`config.mk`:
```
export PLATFORM = sky130hd
export DESIGN_NAME = multichannel_rpm_ramp_throttle_top
export DESIGN_NICKNAME = d
export VERILOG_FILES = /design/src/mrrt_pkg.sv /design/src/mrrt_ram.sv /design/src/mrrt_calc.sv /design/src/multichannel_rpm_ramp_throttle_top.sv
export SDC_FILE = /design/constraint.sdc
export NUM_CORES = 1
export LEC_CHECK = 0
export CAP_MARGIN = 5
export CORE_ASPECT_RATIO = 1.25
export CORE_MARGIN = 2
export CORE_UTILIZATION = 60
export CTS_BUF_LIST = sky130_fd_sc_hd__clkbuf_4 sky130_fd_sc_hd__clkbuf_8 sky130_fd_sc_hd__clkbuf_16
export CTS_CLUSTER_DIAMETER = 80
export DETAILED_ROUTE_END_ITERATION = 10
export DONT_BUFFER_PORTS = 1
export PLACE_DENSITY = 0.76
export SLEW_MARGIN = 20
export SYNTH_ARGS = -nofsm -noshare
export SYNTH_HDL_FRONTEND = slang
export SYNTH_HIERARCHICAL = 1
export SYNTH_SLANG_ARGS = --single-unit
```
`constraint.sdc`:
```
create_clock -name clk -period 15.8 [get_ports clk]
set_clock_uncertainty 0.2 [all_clocks]
set_input_delay 3.16 -clock clk [delete_from_list [all_inputs] [get_ports clk]]
set_output_delay 3.16 -clock clk [all_outputs]
set_load 0.02 [all_outputs]
```
`src/mrrt_pkg.sv`:
```
// ============================================================================
// mrrt_pkg - shared types and constants of the RPM ramp throttle
// Transfer structs, action and register codes, reset values and sizes.
// ============================================================================
package mrrt_pkg;

    localparam int ENGINES    = 8;
    localparam int ENG_AW     = (ENGINES > 1) ? $clog2(ENGINES) : 1;
    localparam int IDX_W      = 4;
    localparam int CH_W       = 3;
    localparam int RPM_W      = 16;
    localparam int CODE_W     = 24;
    localparam int FAULT_W    = 4;
    localparam int KA_W       = 8;
    localparam int GAIN_W     = 8;
    localparam int TGT_W      = RPM_W + 1;
    localparam int CFG_IDX_W  = 3;
    localparam int CFG_DATA_W = 16;

    typedef enum logic [1:0] {
        ACT_SET_THROTTLE = 2'd0,
        ACT_TICK         = 2'd1,
        ACT_ENABLE_RUN   = 2'd2,
        ACT_SERVICE      = 2'd3
    } act_t;

    localparam logic [CFG_IDX_W-1:0] CFG_RAMP_UP    = 3'd0;
    localparam logic [CFG_IDX_W-1:0] CFG_RAMP_DOWN  = 3'd1;
    localparam logic [CFG_IDX_W-1:0] CFG_KA_LIMIT   = 3'd2;
    localparam logic [CFG_IDX_W-1:0] CFG_DAC_GAIN   = 3'd3;
    localparam logic [CFG_IDX_W-1:0] CFG_DAC_OFFSET = 3'd4;

    localparam int FLT_GENERAL     = 0;
    localparam int FLT_DEVICE      = 1;
    localparam int FLT_BAD_INDEX   = 2;
    localparam int FLT_NOT_RUNNING = 3;

    localparam logic [FAULT_W-1:0] FAULT_RESET = 4'b1000;

    localparam logic [RPM_W-1:0]  RST_RAMP_UP    = 16'd200;
    localparam logic [RPM_W-1:0]  RST_RAMP_DOWN  = 16'd20;
    localparam logic [KA_W-1:0]   RST_KA_LIMIT   = 8'd30;
    localparam logic [GAIN_W-1:0] RST_DAC_GAIN   = 8'd40;
    localparam logic [RPM_W-1:0]  RST_DAC_OFFSET = 16'd10925;
    localparam logic [KA_W-1:0]   KA_MAX         = 8'hFF;

    typedef struct packed {
        act_t             action;
        logic [IDX_W-1:0] engine_index;
        logic [RPM_W-1:0] target_rpm;
        logic             ramp_mode;
        logic             device_fault;
    } in_t;

    typedef struct packed {
        logic               write_valid;
        logic [CH_W-1:0]    dac_channel;
        logic [CODE_W-1:0]  dac_code;
        logic [FAULT_W-1:0] fault_flags;
        logic               running;
        logic               last;
    } out_t;

    typedef struct packed {
        logic [RPM_W-1:0]  ramp_up_step;
        logic [RPM_W-1:0]  ramp_down_step;
        logic [KA_W-1:0]   keepalive_limit;
        logic [GAIN_W-1:0] dac_gain;
        logic [RPM_W-1:0]  dac_offset;
    } cfg_t;

    typedef enum logic [2:0] {
        ST_IDLE,
        ST_FILL,
        ST_UPDATE,
        ST_EMIT_WR,
        ST_EMIT_ZERO,
        ST_EMIT_NONE
    } state_t;

endpackage

```
`src/mrrt_ram.sv`:
```
// ============================================================================
// mrrt_ram - generic simple dual-port RAM
// One write port and one read port; the read data is registered.
// ============================================================================
module mrrt_ram #(
    parameter int WIDTH = 16,
    parameter int DEPTH = 8,
    parameter int AW    = (DEPTH > 1) ? $clog2(DEPTH) : 1
) (
    input  logic             clk,
    input  logic             we,
    input  logic [AW-1:0]    waddr,
    input  logic [WIDTH-1:0] wdata,
    input  logic [AW-1:0]    raddr,
    output logic [WIDTH-1:0] rdata
);

    logic [WIDTH-1:0] mem [DEPTH];
    logic [WIDTH-1:0] rdata_reg;

    always_ff @(posedge clk)
    begin
        if (we)
        begin
            mem[waddr] <= wdata;
        end
        rdata_reg <= mem[raddr];
    end

    assign rdata = rdata_reg;

endmodule

```
`src/mrrt_calc.sv`:
```
// ============================================================================
// mrrt_calc - ramp step and DAC code arithmetic
// Moves an RPM one slew step toward its target and scales an RPM to a code.
// ============================================================================
module mrrt_calc (
    input  mrrt_pkg::cfg_t                    cfg,
    input  logic [mrrt_pkg::RPM_W-1:0]        present,
    input  logic [mrrt_pkg::RPM_W-1:0]        target,
    input  logic [mrrt_pkg::RPM_W-1:0]        code_rpm,
    output logic [mrrt_pkg::RPM_W-1:0]        ramped,
    output logic [mrrt_pkg::CODE_W-1:0]       code
);
    import mrrt_pkg::*;

    logic [RPM_W:0]      up_sum;
    logic [RPM_W-1:0]    up_sat;
    logic [RPM_W-1:0]    down_val;
    logic [CODE_W-1:0]   product;
    logic [CODE_W:0]     code_sum;

    // Slew step: saturate at full scale and never pass the target.
    always_comb
    begin
        up_sum   = {1'b0, present} + {1'b0, cfg.ramp_up_step};
        up_sat   = up_sum[RPM_W] ? '1 : up_sum[RPM_W-1:0];
        down_val = (present >= cfg.ramp_down_step) ? present - cfg.ramp_down_step : '0;
        if (target > present)
        begin
            ramped = (up_sat > target) ? target : up_sat;
        end
        else
        begin
            ramped = (down_val < target) ? target : down_val;
        end
    end

    // Code is offset plus gain times RPM, clipped at the top of the range.
    always_comb
    begin
        product  = CODE_W'(cfg.dac_gain) * CODE_W'(code_rpm);
        code_sum = {1'b0, product} + (CODE_W + 1)'(cfg.dac_offset);
        code     = code_sum[CODE_W] ? '1 : code_sum[CODE_W-1:0];
    end

endmodule

```
`src/multichannel_rpm_ramp_throttle_top.sv`:
```
// ============================================================================
// multichannel_rpm_ramp_throttle_top - per-engine throttle sequencer
// Stores per-engine targets, services the engines in scan order and emits DAC
// writes, with a command keepalive watchdog that zeroes every channel.
// ============================================================================
//
//  Channel   Signals                        Direction  Transfer when
//  -------   -----------------------------  ---------  ---------------------
//  input     in_valid, in_ready, in_data    in         in_valid & in_ready
//  result    out_valid, out_ready, out_data out        out_valid & out_ready
//  config    cfg_we, cfg_index, cfg_data    in         cfg_we
//
//  An item that causes one result without a memory read is accepted and then
//  loads the result register. Setting all engines writes each target memory
//  entry in turn. A running service reads both memories, updates the scanned
//  engine and emits its results (up to nine) through the single output
//  register, which loads one result per cycle while the output is free.
//  Reset clears all control state and the per-entry valid bits of both
//  memories, so unwritten entries read as zero; no clearing pass is needed.
//  A stalled output only holds the sequencer in an emit state; an item
//  accepted meanwhile is worked on while the previous result waits.
//
// Per-engine state lives in two memories: targets with their ramp mode, and
// the present RPM. Only one item is in flight at a time, so a read never
// overlaps a write of the same entry and no forwarding is needed.
// ============================================================================
module multichannel_rpm_ramp_throttle_top (
    input  logic                              clk,
    input  logic                              rst_n,
    input  logic                              in_valid,
    output logic                              in_ready,
    input  mrrt_pkg::in_t                     in_data,
    output logic                              out_valid,
    input  logic                              out_ready,
    output mrrt_pkg::out_t                    out_data,
    input  logic                              cfg_we,
    input  logic [mrrt_pkg::CFG_IDX_W-1:0]    cfg_index,
    input  logic [mrrt_pkg::CFG_DATA_W-1:0]   cfg_data
);
    import mrrt_pkg::*;

    localparam logic [ENG_AW-1:0] LAST_ENG = ENG_AW'(ENGINES - 1);

    state_t              state_reg,   state_next;
    logic                run_reg,     run_next;
    logic [ENG_AW-1:0]   scan_reg,    scan_next;
    logic [ENGINES-1:0]  tick_reg,    tick_next;
    logic [KA_W-1:0]     ka_cnt_reg,  ka_cnt_next;
    logic                ka_inh_reg,  ka_inh_next;
    logic [FAULT_W-1:0]  fault_reg,   fault_next;
    cfg_t                cfg_reg,     cfg_next;
    logic [ENGINES-1:0]  tgt_vld_reg, tgt_vld_next;
    logic [ENGINES-1:0]  cur_vld_reg, cur_vld_next;
    logic [ENG_AW-1:0]   cnt_reg,     cnt_next;
    logic [ENG_AW-1:0]   ch_reg,      ch_next;
    logic                tout_reg,    tout_next;
    logic                out_valid_reg;
    logic                out_valid_next;
    out_t                out_data_reg;

    // Payload registers, no reset.
    logic [RPM_W-1:0]    item_rpm_reg,  item_rpm_next;
    logic                item_mode_reg, item_mode_next;
    logic [RPM_W-1:0]    p_reg,         p_next;

    // Memory ports.
    logic                tgt_we;
    logic [ENG_AW-1:0]   tgt_waddr;
    logic [TGT_W-1:0]    tgt_wdata;
    logic [TGT_W-1:0]    tgt_rdata;
    logic                cur_we;
    logic [RPM_W-1:0]    cur_rdata;

    // Service decode.
    logic [TGT_W-1:0]    tgt_word;
    logic [RPM_W-1:0]    tgt_rpm;
    logic                tgt_mode;
    logic [RPM_W-1:0]    cur_rpm;
    logic [RPM_W-1:0]    ramped;
    logic [RPM_W-1:0]    new_rpm;
    logic [CODE_W-1:0]   code;
    logic                wr_now;
    logic                tout_now;

    logic                out_free;
    logic                out_load;
    out_t                out_load_data;
    logic [FAULT_W-1:0]  svc_fault;

    mrrt_ram #(
        .WIDTH (TGT_W),
        .DEPTH (ENGINES)
    ) u_tgt_ram (
        .clk   (clk),
        .we    (tgt_we),
        .waddr (tgt_waddr),
        .wdata (tgt_wdata),
        .raddr (scan_reg),
        .rdata (tgt_rdata)
    );

    mrrt_ram #(
        .WIDTH (RPM_W),
        .DEPTH (ENGINES)
    ) u_cur_ram (
        .clk   (clk),
        .we    (cur_we),
        .waddr (scan_reg),
        .wdata (new_rpm),
        .raddr (scan_reg),
        .rdata (cur_rdata)
    );

    mrrt_calc u_calc (
        .cfg      (cfg_reg),
        .present  (cur_rpm),
        .target   (tgt_rpm),
        .code_rpm (p_reg),
        .ramped   (ramped),
        .code     (code)
    );

    assign in_ready  = (state_reg == ST_IDLE);
    assign out_free  = !out_valid_reg || out_ready;
    assign out_valid = out_valid_reg;
    assign out_data  = out_data_reg;

    // The scan index does not move between the read in the idle cycle and the
    // update cycle, so the valid bits can be looked up directly here. An
    // entry that was never written stands for the reset value of zero.
    always_comb
    begin
        tgt_word = tgt_vld_reg[scan_reg] ? tgt_rdata : '0;
        tgt_rpm  = tgt_word[RPM_W-1:0];
        tgt_mode = tgt_word[RPM_W];
        cur_rpm  = cur_vld_reg[scan_reg] ? cur_rdata : '0;
        new_rpm  = tgt_mode ? ramped : tgt_rpm;
        // Step mode moves whenever the RPM differs; ramp mode moves only once per tick.
        wr_now   = (cur_rpm != tgt_rpm) && (!tgt_mode || tick_reg[scan_reg]);
        tout_now = (ka_cnt_reg >= cfg_reg.keepalive_limit) && !ka_inh_reg;
    end

    // Fault latch after a service: device fault sets general and device bits,
    // and a service while running clears the not-running bit.
    always_comb
    begin
        svc_fault = fault_reg;
        if (in_data.device_fault)
        begin
            svc_fault[FLT_GENERAL] = 1'b1;
            svc_fault[FLT_DEVICE]  = 1'b1;
        end
        if (run_reg)
        begin
            svc_fault[FLT_NOT_RUNNING] = 1'b0;
        end
    end

    // Next state.
    always_comb
    begin
        state_next = state_reg;
        unique case (state_reg)
            ST_IDLE:
            begin
                if (in_valid)
                begin
                    unique case (in_data.action) inside
                        ACT_SET_THROTTLE:
                        begin
                            state_next = (in_data.engine_index == IDX_W'(ENGINES))
                                         ? ST_FILL : ST_EMIT_NONE;
                        end
                        ACT_TICK, ACT_ENABLE_RUN:
                        begin
                            state_next = ST_EMIT_NONE;
                        end
                        ACT_SERVICE:
                        begin
                            state_next = run_reg ? ST_UPDATE : ST_EMIT_NONE;
                        end
                        default:
                        begin
                            state_next = ST_EMIT_NONE;
                        end
                    endcase
                end
            end
            ST_FILL:
            begin
                if (cnt_reg == LAST_ENG)
                begin
                    state_next = ST_EMIT_NONE;
                end
            end
            ST_UPDATE:
            begin
                if (wr_now)
                begin
                    state_next = ST_EMIT_WR;
                end
                else
                begin
                    state_next = tout_now ? ST_EMIT_ZERO : ST_EMIT_NONE;
                end
            end
            ST_EMIT_WR:
            begin
                if (out_free)
                begin
                    state_next = tout_reg ? ST_EMIT_ZERO : ST_IDLE;
                end
            end
            ST_EMIT_ZERO:
            begin
                if (out_free && (cnt_reg == LAST_ENG))
                begin
                    state_next = ST_IDLE;
                end
            end
            ST_EMIT_NONE:
            begin
                if (out_free)
                begin
                    state_next = ST_IDLE;
                end
            end
            default:
            begin
                state_next = ST_IDLE;
            end
        endcase
    end

    // Datapath, memory controls and result loads for each state.
    always_comb
    begin
        run_next       = run_reg;
        scan_next      = scan_reg;
        tick_next      = tick_reg;
        ka_cnt_next    = ka_cnt_reg;
        ka_inh_next    = ka_inh_reg;
        fault_next     = fault_reg;
        cfg_next       = cfg_reg;
        tgt_vld_next   = tgt_vld_reg;
        cur_vld_next   = cur_vld_reg;
        cnt_next       = cnt_reg;
        ch_next        = ch_reg;
        tout_next      = tout_reg;
        item_rpm_next  = item_rpm_reg;
        item_mode_next = item_mode_reg;
        p_next         = p_reg;
        tgt_we         = 1'b0;
        tgt_waddr      = in_data.engine_index[ENG_AW-1:0];
        tgt_wdata      = {in_data.ramp_mode, in_data.target_rpm};
        cur_we         = 1'b0;
        out_load       = 1'b0;

        out_load_data.write_valid = 1'b0;
        out_load_data.dac_channel = '0;
        out_load_data.dac_code    = '0;
        out_load_data.fault_flags = fault_reg;
        out_load_data.running     = run_reg;
        out_load_data.last        = 1'b1;

        unique case (state_reg)
            ST_IDLE:
            begin
                if (in_valid)
                begin
                    unique case (in_data.action)
                        ACT_SET_THROTTLE:
                        begin
                            if (in_data.engine_index < IDX_W'(ENGINES))
                            begin
                                tgt_we      = 1'b1;
                                tgt_vld_next[in_data.engine_index[ENG_AW-1:0]] = 1'b1;
                                ka_cnt_next = '0;
                                ka_inh_next = 1'b0;
                            end
                            else if (in_data.engine_index == IDX_W'(ENGINES))
                            begin
                                item_rpm_next  = in_data.target_rpm;
                                item_mode_next = in_data.ramp_mode;
                                cnt_next       = '0;
                                ka_cnt_next    = '0;
                                ka_inh_next    = (in_data.target_rpm == '0);
                            end
                            else
                            begin
                                fault_next[FLT_GENERAL]   = 1'b1;
                                fault_next[FLT_BAD_INDEX] = 1'b1;
                            end
                        end
                        ACT_TICK:
                        begin
                            tick_next = '1;
                            if (ka_cnt_reg != KA_MAX)
                            begin
                                ka_cnt_next = ka_cnt_reg + 1'b1;
                            end
                        end
                        ACT_ENABLE_RUN:
                        begin
                            run_next = 1'b1;
                        end
                        ACT_SERVICE:
                        begin
                            fault_next = svc_fault;
                        end
                        default:
                        begin
                        end
                    endcase
                end
            end
            ST_FILL:
            begin
                tgt_we                = 1'b1;
                tgt_waddr             = cnt_reg;
                tgt_wdata             = {item_mode_reg, item_rpm_reg};
                tgt_vld_next[cnt_reg] = 1'b1;
                cnt_next              = cnt_reg + 1'b1;
            end
            ST_UPDATE:
            begin
                if (wr_now)
                begin
                    cur_we                 = 1'b1;
                    cur_vld_next[scan_reg] = 1'b1;
                    p_next                 = new_rpm;
                    if (tgt_mode)
                    begin
                        tick_next[scan_reg] = 1'b0;
                    end
                end
                ch_next   = scan_reg;
                scan_next = (scan_reg == LAST_ENG) ? '0 : scan_reg + 1'b1;
                tout_next = tout_now;
                cnt_next  = '0;
                if (tout_now)
                begin
                    ka_inh_next = 1'b1;
                end
            end
            ST_EMIT_WR:
            begin
                out_load                  = out_free;
                out_load_data.write_valid = 1'b1;
                out_load_data.dac_channel = CH_W'(ch_reg);
                out_load_data.dac_code    = code;
                out_load_data.last        = !tout_reg;
            end
            ST_EMIT_ZERO:
            begin
                out_load                  = out_free;
                out_load_data.write_valid = 1'b1;
                out_load_data.dac_channel = CH_W'(cnt_reg);
                out_load_data.last        = (cnt_reg == LAST_ENG);
                if (out_free)
                begin
                    cnt_next = cnt_reg + 1'b1;
                end
            end
            ST_EMIT_NONE:
            begin
                out_load = out_free;
            end
            default:
            begin
            end
        endcase

        if (cfg_we)
        begin
            unique case (cfg_index)
                CFG_RAMP_UP:    cfg_next.ramp_up_step    = cfg_data;
                CFG_RAMP_DOWN:  cfg_next.ramp_down_step  = cfg_data;
                CFG_KA_LIMIT:   cfg_next.keepalive_limit = cfg_data[KA_W-1:0];
                CFG_DAC_GAIN:   cfg_next.dac_gain        = cfg_data[GAIN_W-1:0];
                CFG_DAC_OFFSET: cfg_next.dac_offset      = cfg_data;
                default:
                begin
                end
            endcase
        end

        out_valid_next = out_load || (out_valid_reg && !out_ready);
    end

    always_ff @(posedge clk or negedge rst_n)
    begin
        if (!rst_n)
        begin
            state_reg                   <= ST_IDLE;
            run_reg                     <= 1'b0;
            scan_reg                    <= '0;
            tick_reg                    <= '0;
            ka_cnt_reg                  <= '0;
            ka_inh_reg                  <= 1'b1;
            fault_reg                   <= FAULT_RESET;
            cfg_reg.ramp_up_step        <= RST_RAMP_UP;
            cfg_reg.ramp_down_step      <= RST_RAMP_DOWN;
            cfg_reg.keepalive_limit     <= RST_KA_LIMIT;
            cfg_reg.dac_gain            <= RST_DAC_GAIN;
            cfg_reg.dac_offset          <= RST_DAC_OFFSET;
            tgt_vld_reg                 <= '0;
            cur_vld_reg                 <= '0;
            cnt_reg                     <= '0;
            ch_reg                      <= '0;
            tout_reg                    <= 1'b0;
            out_valid_reg               <= 1'b0;
        end
        else
        begin
            state_reg     <= state_next;
            run_reg       <= run_next;
            scan_reg      <= scan_next;
            tick_reg      <= tick_next;
            ka_cnt_reg    <= ka_cnt_next;
            ka_inh_reg    <= ka_inh_next;
            fault_reg     <= fault_next;
            cfg_reg       <= cfg_next;
            tgt_vld_reg   <= tgt_vld_next;
            cur_vld_reg   <= cur_vld_next;
            cnt_reg       <= cnt_next;
            ch_reg        <= ch_next;
            tout_reg      <= tout_next;
            out_valid_reg <= out_valid_next;
        end
    end

    always_ff @(posedge clk)
    begin
        item_rpm_reg  <= item_rpm_next;
        item_mode_reg <= item_mode_next;
        p_reg         <= p_next;
        if (out_load)
        begin
            out_data_reg <= out_load_data;
        end
    end

    // One item at a time: a transfer on the input always leaves idle.
    a_accept_leaves_idle: assert property (@(posedge clk) disable iff (!rst_n)
        in_valid && in_ready |=> !in_ready)
        else $error("input accepted twice in a row");

    // DAC writes only come from a running block, which has cleared not-running.
    a_write_running: assert property (@(posedge clk) disable iff (!rst_n)
        out_valid && out_data.write_valid |->
            out_data.running && !out_data.fault_flags[FLT_NOT_RUNNING])
        else $error("DAC write without run mode");

    // The zeroing sweep runs only after the watchdog has been inhibited.
    a_sweep_inhibited: assert property (@(posedge clk) disable iff (!rst_n)
        state_reg == ST_EMIT_ZERO |-> ka_inh_reg && tout_reg)
        else $error("zeroing sweep without watchdog inhibit");

endmodule
```
* Word level (Yosys, flattened, before mapping) *
Memories as Yosys holds them, arrays and structs flattened. A register that Yosys moved wholly into a read port is not among the register bits.
Cells that the tools add are included.

cells by class
  shifts and indexed selects = 0
  multiplexer cells = 78
  bitwise operators = 7
  multiply operators = 1
  reductions and logical operators = 43
  add/sub/neg operators = 6
  eq/ne operators = 37
  $lt $le $gt $ge = 12
  divide/modulo/power cells = 0

operators by type and width
  operator                                                                number
  16-bit 2-to-1 mux                                                       7
  8-bit 2-to-1 mux                                                        10
  3-bit 2-to-1 mux                                                        16
  8-bit case mux with 2 select lines                                      3
  17-bit 2-to-1 mux                                                       2
  16-bit > comparator                                                     2
  5-bit AND reduction                                                     6
  2-bit != test (second input constant)                                   13
  24-bit by 16-bit adder with 25-bit output                               1
  1-bit 2-to-1 mux                                                        25
  8-bit by 16-bit multiplier with 24-bit output                           1
  24-bit 2-to-1 mux                                                       1
  8-bit bitwise OR                                                        3
  3-bit case mux with 6 select lines                                      1
  16-bit by 16-bit adder with 17-bit output                               1
  16-bit greater-or-equal comparator                                      1
  16-bit logical NOT                                                      1
  16-bit < comparator                                                     1
  16-bit != test                                                          1
  16-bit subtractor                                                       1
  3-bit equality test (second input constant)                             5
  3-bit by 2-bit equality test with 1-bit output (second input constant)  4
  3-bit by 4-bit < comparator with 1-bit output (second input constant)   3
  3-bit case mux with 4 select lines                                      1
  32 further kinds                                                        74

storage, ports and cells
  logic and storage cells = 216
  bits in read-only memories = 0
  register bits = 183
  bits in writable memories = 264
  output and inout port bits = 36
  bits in latches = 0
  bits of input ports = 48
  memories = 2

memory list
  name           depth  bits a word  rd ports  clocked after Yosys merged registers in  wr ports  RTL line        source
  u_tgt_ram.mem  8      17           1         1                                        1         mrrt_ram.sv:18  logic [WIDTH-1:0] mem [DEPTH];
  u_cur_ram.mem  8      16           1         1                                        1         mrrt_ram.sv:18

* Longest topological paths before layout *
  depth after elaboration = 10
  depth in mapped cells = 29
  mapped depth without buffers = 26

* Modules after synthesis *
The synthesis kept the hierarchy.

by module, submodules not included
  module                              instances  cells each  area an instance (µm²)  sequential area each (µm²)
  multichannel_rpm_ramp_throttle_top  1          771         8848.5                  4941.0
  mrrt_calc                           1          1008        7840.0                  0.0
  mrrt_ram (u_tgt_ram)                1          227         5599.1                  4424.2
  mrrt_ram (u_cur_ram)                1          214         5293.8                  4164.0

* Least setup slack after synthesis *
OpenSTA, ideal clock, no wires.

  kind = register to register
  from = reg scan_reg[0]
  to = reg p_reg[14], data pin
  clock period less this slack = 6.455 ns
  library setup time = 0.215 ns
  required time = 15.385 ns
  data arrival time = 6.040 ns
  cell stages (with the launch flop) = 26
  path buffers = 3
  setup slack = 9.345 ns
  cell sequence = dfrtp_1 mux4_1 mux2_2 clkbuf_1 and2_1 ha_1 fa_1 a21oi_2 o211ai_2 o41a_1 a21oi_1 inv_1 o41ai_4 buf_6 nand2_1 ha_1 nand4_1 nor4_1 a2111oi_0 nand3_1 a31oi_1 or2_1 buf_2 o221a_2 mux2i_1 nor2_1

on the way
  longest elaborated chain between the ends = 9
  elaborated cells on any way between the ends = 18
  classes of those cells = 2 x add/sub; 4 x order compare; 12 x mux

RTL lines
  element                                                     RTL line                                   source
  start: declaration                                          multichannel_rpm_ramp_throttle_top.sv:46   logic [ENG_AW-1:0] scan_reg, scan_next;
  start signal: assignment                                    multichannel_rpm_ramp_throttle_top.sv:418  scan_reg <= scan_next;
  1-bit binary-select mux with 3-bit select *                 multichannel_rpm_ramp_throttle_top.sv:136  cur_rpm = cur_vld_reg[scan_reg] ? cur_rdata : '0;
  1-bit 2-to-1 mux (not written as such) *                    multichannel_rpm_ramp_throttle_top.sv:136
  16-bit 2-to-1 mux *                                         multichannel_rpm_ramp_throttle_top.sv:136
  named net cur_rpm[0]                                        multichannel_rpm_ramp_throttle_top.sv:78   logic [RPM_W-1:0] cur_rpm;
  16-bit subtractor, or another cell as far along             mrrt_calc.sv:26                            down_val = (present >= cfg.ramp_down_step) ? present - cfg.ramp_down_step : '0;
  16-bit 2-to-1 mux (on tied branches)                        mrrt_calc.sv:26, mrrt_calc.sv:25
  16-bit < comparator or 16-bit > comparator (tied branches)  mrrt_calc.sv:33, mrrt_calc.sv:29
  16-bit 2-to-1 mux (on tied branches)                        mrrt_calc.sv:33, mrrt_calc.sv:29
  16-bit 2-to-1 mux *                                         mrrt_calc.sv:27                            if (target > present)
  named net ramped[14]                                        multichannel_rpm_ramp_throttle_top.sv:79   logic [RPM_W-1:0] ramped;
  16-bit 2-to-1 mux *                                         multichannel_rpm_ramp_throttle_top.sv:137  new_rpm = tgt_mode ? ramped : tgt_rpm;
  named net new_rpm[14]                                       multichannel_rpm_ramp_throttle_top.sv:80   logic [RPM_W-1:0] new_rpm;
  end signal: assignment                                      multichannel_rpm_ramp_throttle_top.sv:437  p_reg <= p_next;
  end: declaration                                            multichannel_rpm_ramp_throttle_top.sv:64   logic [RPM_W-1:0] p_reg, p_next;

The timed path passes the listed nets; every way through them passes the cells marked *. The select of a mux whose other input is x is not followed.
A chain may end at the register's enable or synchronous reset.

* Worst setup path in the final report *
  from = reg scan_reg[2]
  to = reg p_reg[15], data pin

The elaborated chain is that of the path after synthesis.

==> impl_metrics.env <==
export IMPL_cts_resized=0
export IMPL_holdCritPathClass="reg2reg"
export IMPL_cts_root_buf="clkbuf_16"
export IMPL_slew_viol_final=0
export IMPL_num_fill_cells=3282
export IMPL_die_x_um=196
export IMPL_crit_path_cell_trace="buf_4, mux4_1, mux2_2, and2_1, ha_1, fa_1, a21oi_2, o211ai_2, o41a_1, a21oi_1, inv_1, o41ai_4, o21ai_0, ha_1, nand2_1, nor4_1, a2111oi_0, nand3_1, a31oi_1, nor2_1, a221oi_1, mux2i_1, nor2_1"
export IMPL_most_common_layout_cells="edfxtp_1 (331), inv_1 (222), nand2_1 (204)"
export IMPL_cts_htree_levels=2
export IMPL_max_stage_delay_ps=810
export IMPL_remaining_drc_errors=0
export IMPL_synth_edff_count=331
export IMPL_dieArea_sq_um=47700
export IMPL_nNetsFinal=2512
export IMPL_crit_required_ps=15900
export IMPL_hpwl_um=48200
export IMPL_crit_family="compound AO/OA/AOI/OAI gates"
export IMPL_io_pins=84
export IMPL_cts_sinks=480
export IMPL_ys_seq_area_share_pct=49.1
export IMPL_crit_buf_inv=2
export IMPL_syn_nets=2514
export IMPL_yosysTopAreaCell="edfxtp_1"
export IMPL_path_class="reg2reg"
export IMPL_clk_pin_slew_ps=60
export IMPL_grt_pass1_wl_um=103000
export IMPL_hold_viol=0
export IMPL_via_per_inst=6.26
export IMPL_timing_final_crit_share_pct=53.6
export IMPL_outcome="completed"
export IMPL_grt_overflow=0
export IMPL_dr_pass1_iters=6
export IMPL_arrival_ps=8560
export IMPL_routed_via_count=17700
export IMPL_drtAntennaViolNets=0
export IMPL_synthArstFlopShare_pct=24.2
export IMPL_port_buffers=0
export IMPL_clock_path_buffers=3
export IMPL_synth_seq_cells=480
export IMPL_r2r_slack_ps=7340
export IMPL_grt_usage_pct=28.6
export IMPL_synthFlopType="edfxtp_1"
export IMPL_num_rows=87
export IMPL_max_cap_viol_count=0
export IMPL_grt_max_degree=117
export IMPL_synth_top_cell_area_share_pct=36.0
export IMPL_initial_core_util_pct=60.9
export IMPL_core_area_sq_um=45300
export IMPL_cts_buffers=46
export IMPL_design_area_sq_um=29700
export IMPL_drive_gt1_share_pct=13.1
export IMPL_largest_register_ffs=136
export IMPL_placed_area_sq_um=28100
export IMPL_grt_antenna_before_repair=1
export IMPL_grt_pass1_vias=18200
export IMPL_die_h_um=244
export IMPL_cp_start_kind="flop"
export IMPL_post_cts_buffers=0
export IMPL_synth_area_top_cells="edfxtp_1 (36%), dfrtp_1 (8.6%), fa_1 (7.4%), ha_1 (6.5%), mux4_1 (5.2%)"
export IMPL_crit_path_end_kind="flop"
export IMPL_path_max_fanout=84
export IMPL_cp_slowest_cell="o41ai_4"
export IMPL_ctsHoldBuffers=0
export IMPL_syn_area_per_cell_sq_um=12.4
export IMPL_antenna_cells=0
export IMPL_cts_tree="done"
export IMPL_drt_iter0_drc=1247
export IMPL_insertion_delay_ps=630
export IMPL_synth_cell_types=82
export IMPL_worstMarginPinSlew_ps=1130
export IMPL_drt_wl_total_um=67300
export IMPL_synthCells=2220
export IMPL_finalCriticalPeriod_ps=8460
export IMPL_setup_violations=0
export IMPL_syn_area_sq_um=27600
export IMPL_ys_warn_count=6
export IMPL_final_common_cell="edfxtp_1"
export IMPL_area_delta_synth_final_pct=7.69
export IMPL_max_slew_margin_pct=24.3
export IMPL_fin_setup_tns_ps=0
export IMPL_fmax_ghz=0.118
export IMPL_gp_congestion=0.951
export IMPL_rsz0062_at_grt="no"
export IMPL_routedWlPerCell_um=23.8
-- through the flow --
stage	instances	util (%)	worst slack (ps)	hold WS [ps]
floorplan	2220	-	9340	219
CTS	2834	65.6	7310	257
finish	2834	65.6	7340	256
global route	2834	65.6	6760	283
global placement	2748	62.2	7560	232
detailed placement	2748	62.2	7350	243
-- cells in the mapped netlist, drive strengths merged, types with 34 or more instances --
cell    instances
clkbuf         51
mux4           71
nand2         204
fa            102
o21ai          59
nand2b         36
and2          125
mux2           94
edfxtp        331
nor2          124
and3           34
inv           223
dfrtp          95
a21oi          66
ha            144
-- per-layer routing --
metal  GRT usage (%)  wire [um]  vias to the layer above
li1                -          -                     7953
met5               0          0                        -
met1            34.7      26100                     8959
met4            14.0       3540                        0
met2            50.4      34300                      615
met3            3.95       3410                      206
-- cell type report --
class                           count  area (sq um)  area share [%]
Clock buffer                       59          1280            4.33
Clock inverter                     27           268           0.901
Inverter                          223           837            2.82
Multi-Input combinational cell   1442         12900            43.3
Sequential cell                   480         13500            45.6
Tap cell                          578           723            2.43
Timing Repair Buffer               25           188           0.632
-- worst paths after layout --
check	start	to	cells after the start
worst min-delay path	tgt_vld_reg[7]	tgt_vld_reg[7]	1
min in group asynchronous	rst_n	tgt_vld_reg[7]	0
worst max-delay path	scan_reg[2]	p_reg[15]	23
max in group asynchronous	rst_n	cfg_reg[9]	0
worst min register to register	tgt_vld_reg[7]	tgt_vld_reg[7]	1
worst max register to register	scan_reg[2]	p_reg[15]	23
-- kinds of logic after synthesis --
kind of cell | share of synthesized area (%)
muxes | 11.2
AOI/OAI and AO/OA | 7.43
xor gates and xnor gates | 1.65
and+or+nand+nor | 12.3
DFF | 49.1
buffers and inverters | 4.49
adders and majority gates | 13.9
Power is not shown: default switching activity piles up to over one toggle a cycle in this logic, so the estimate is an artifact.
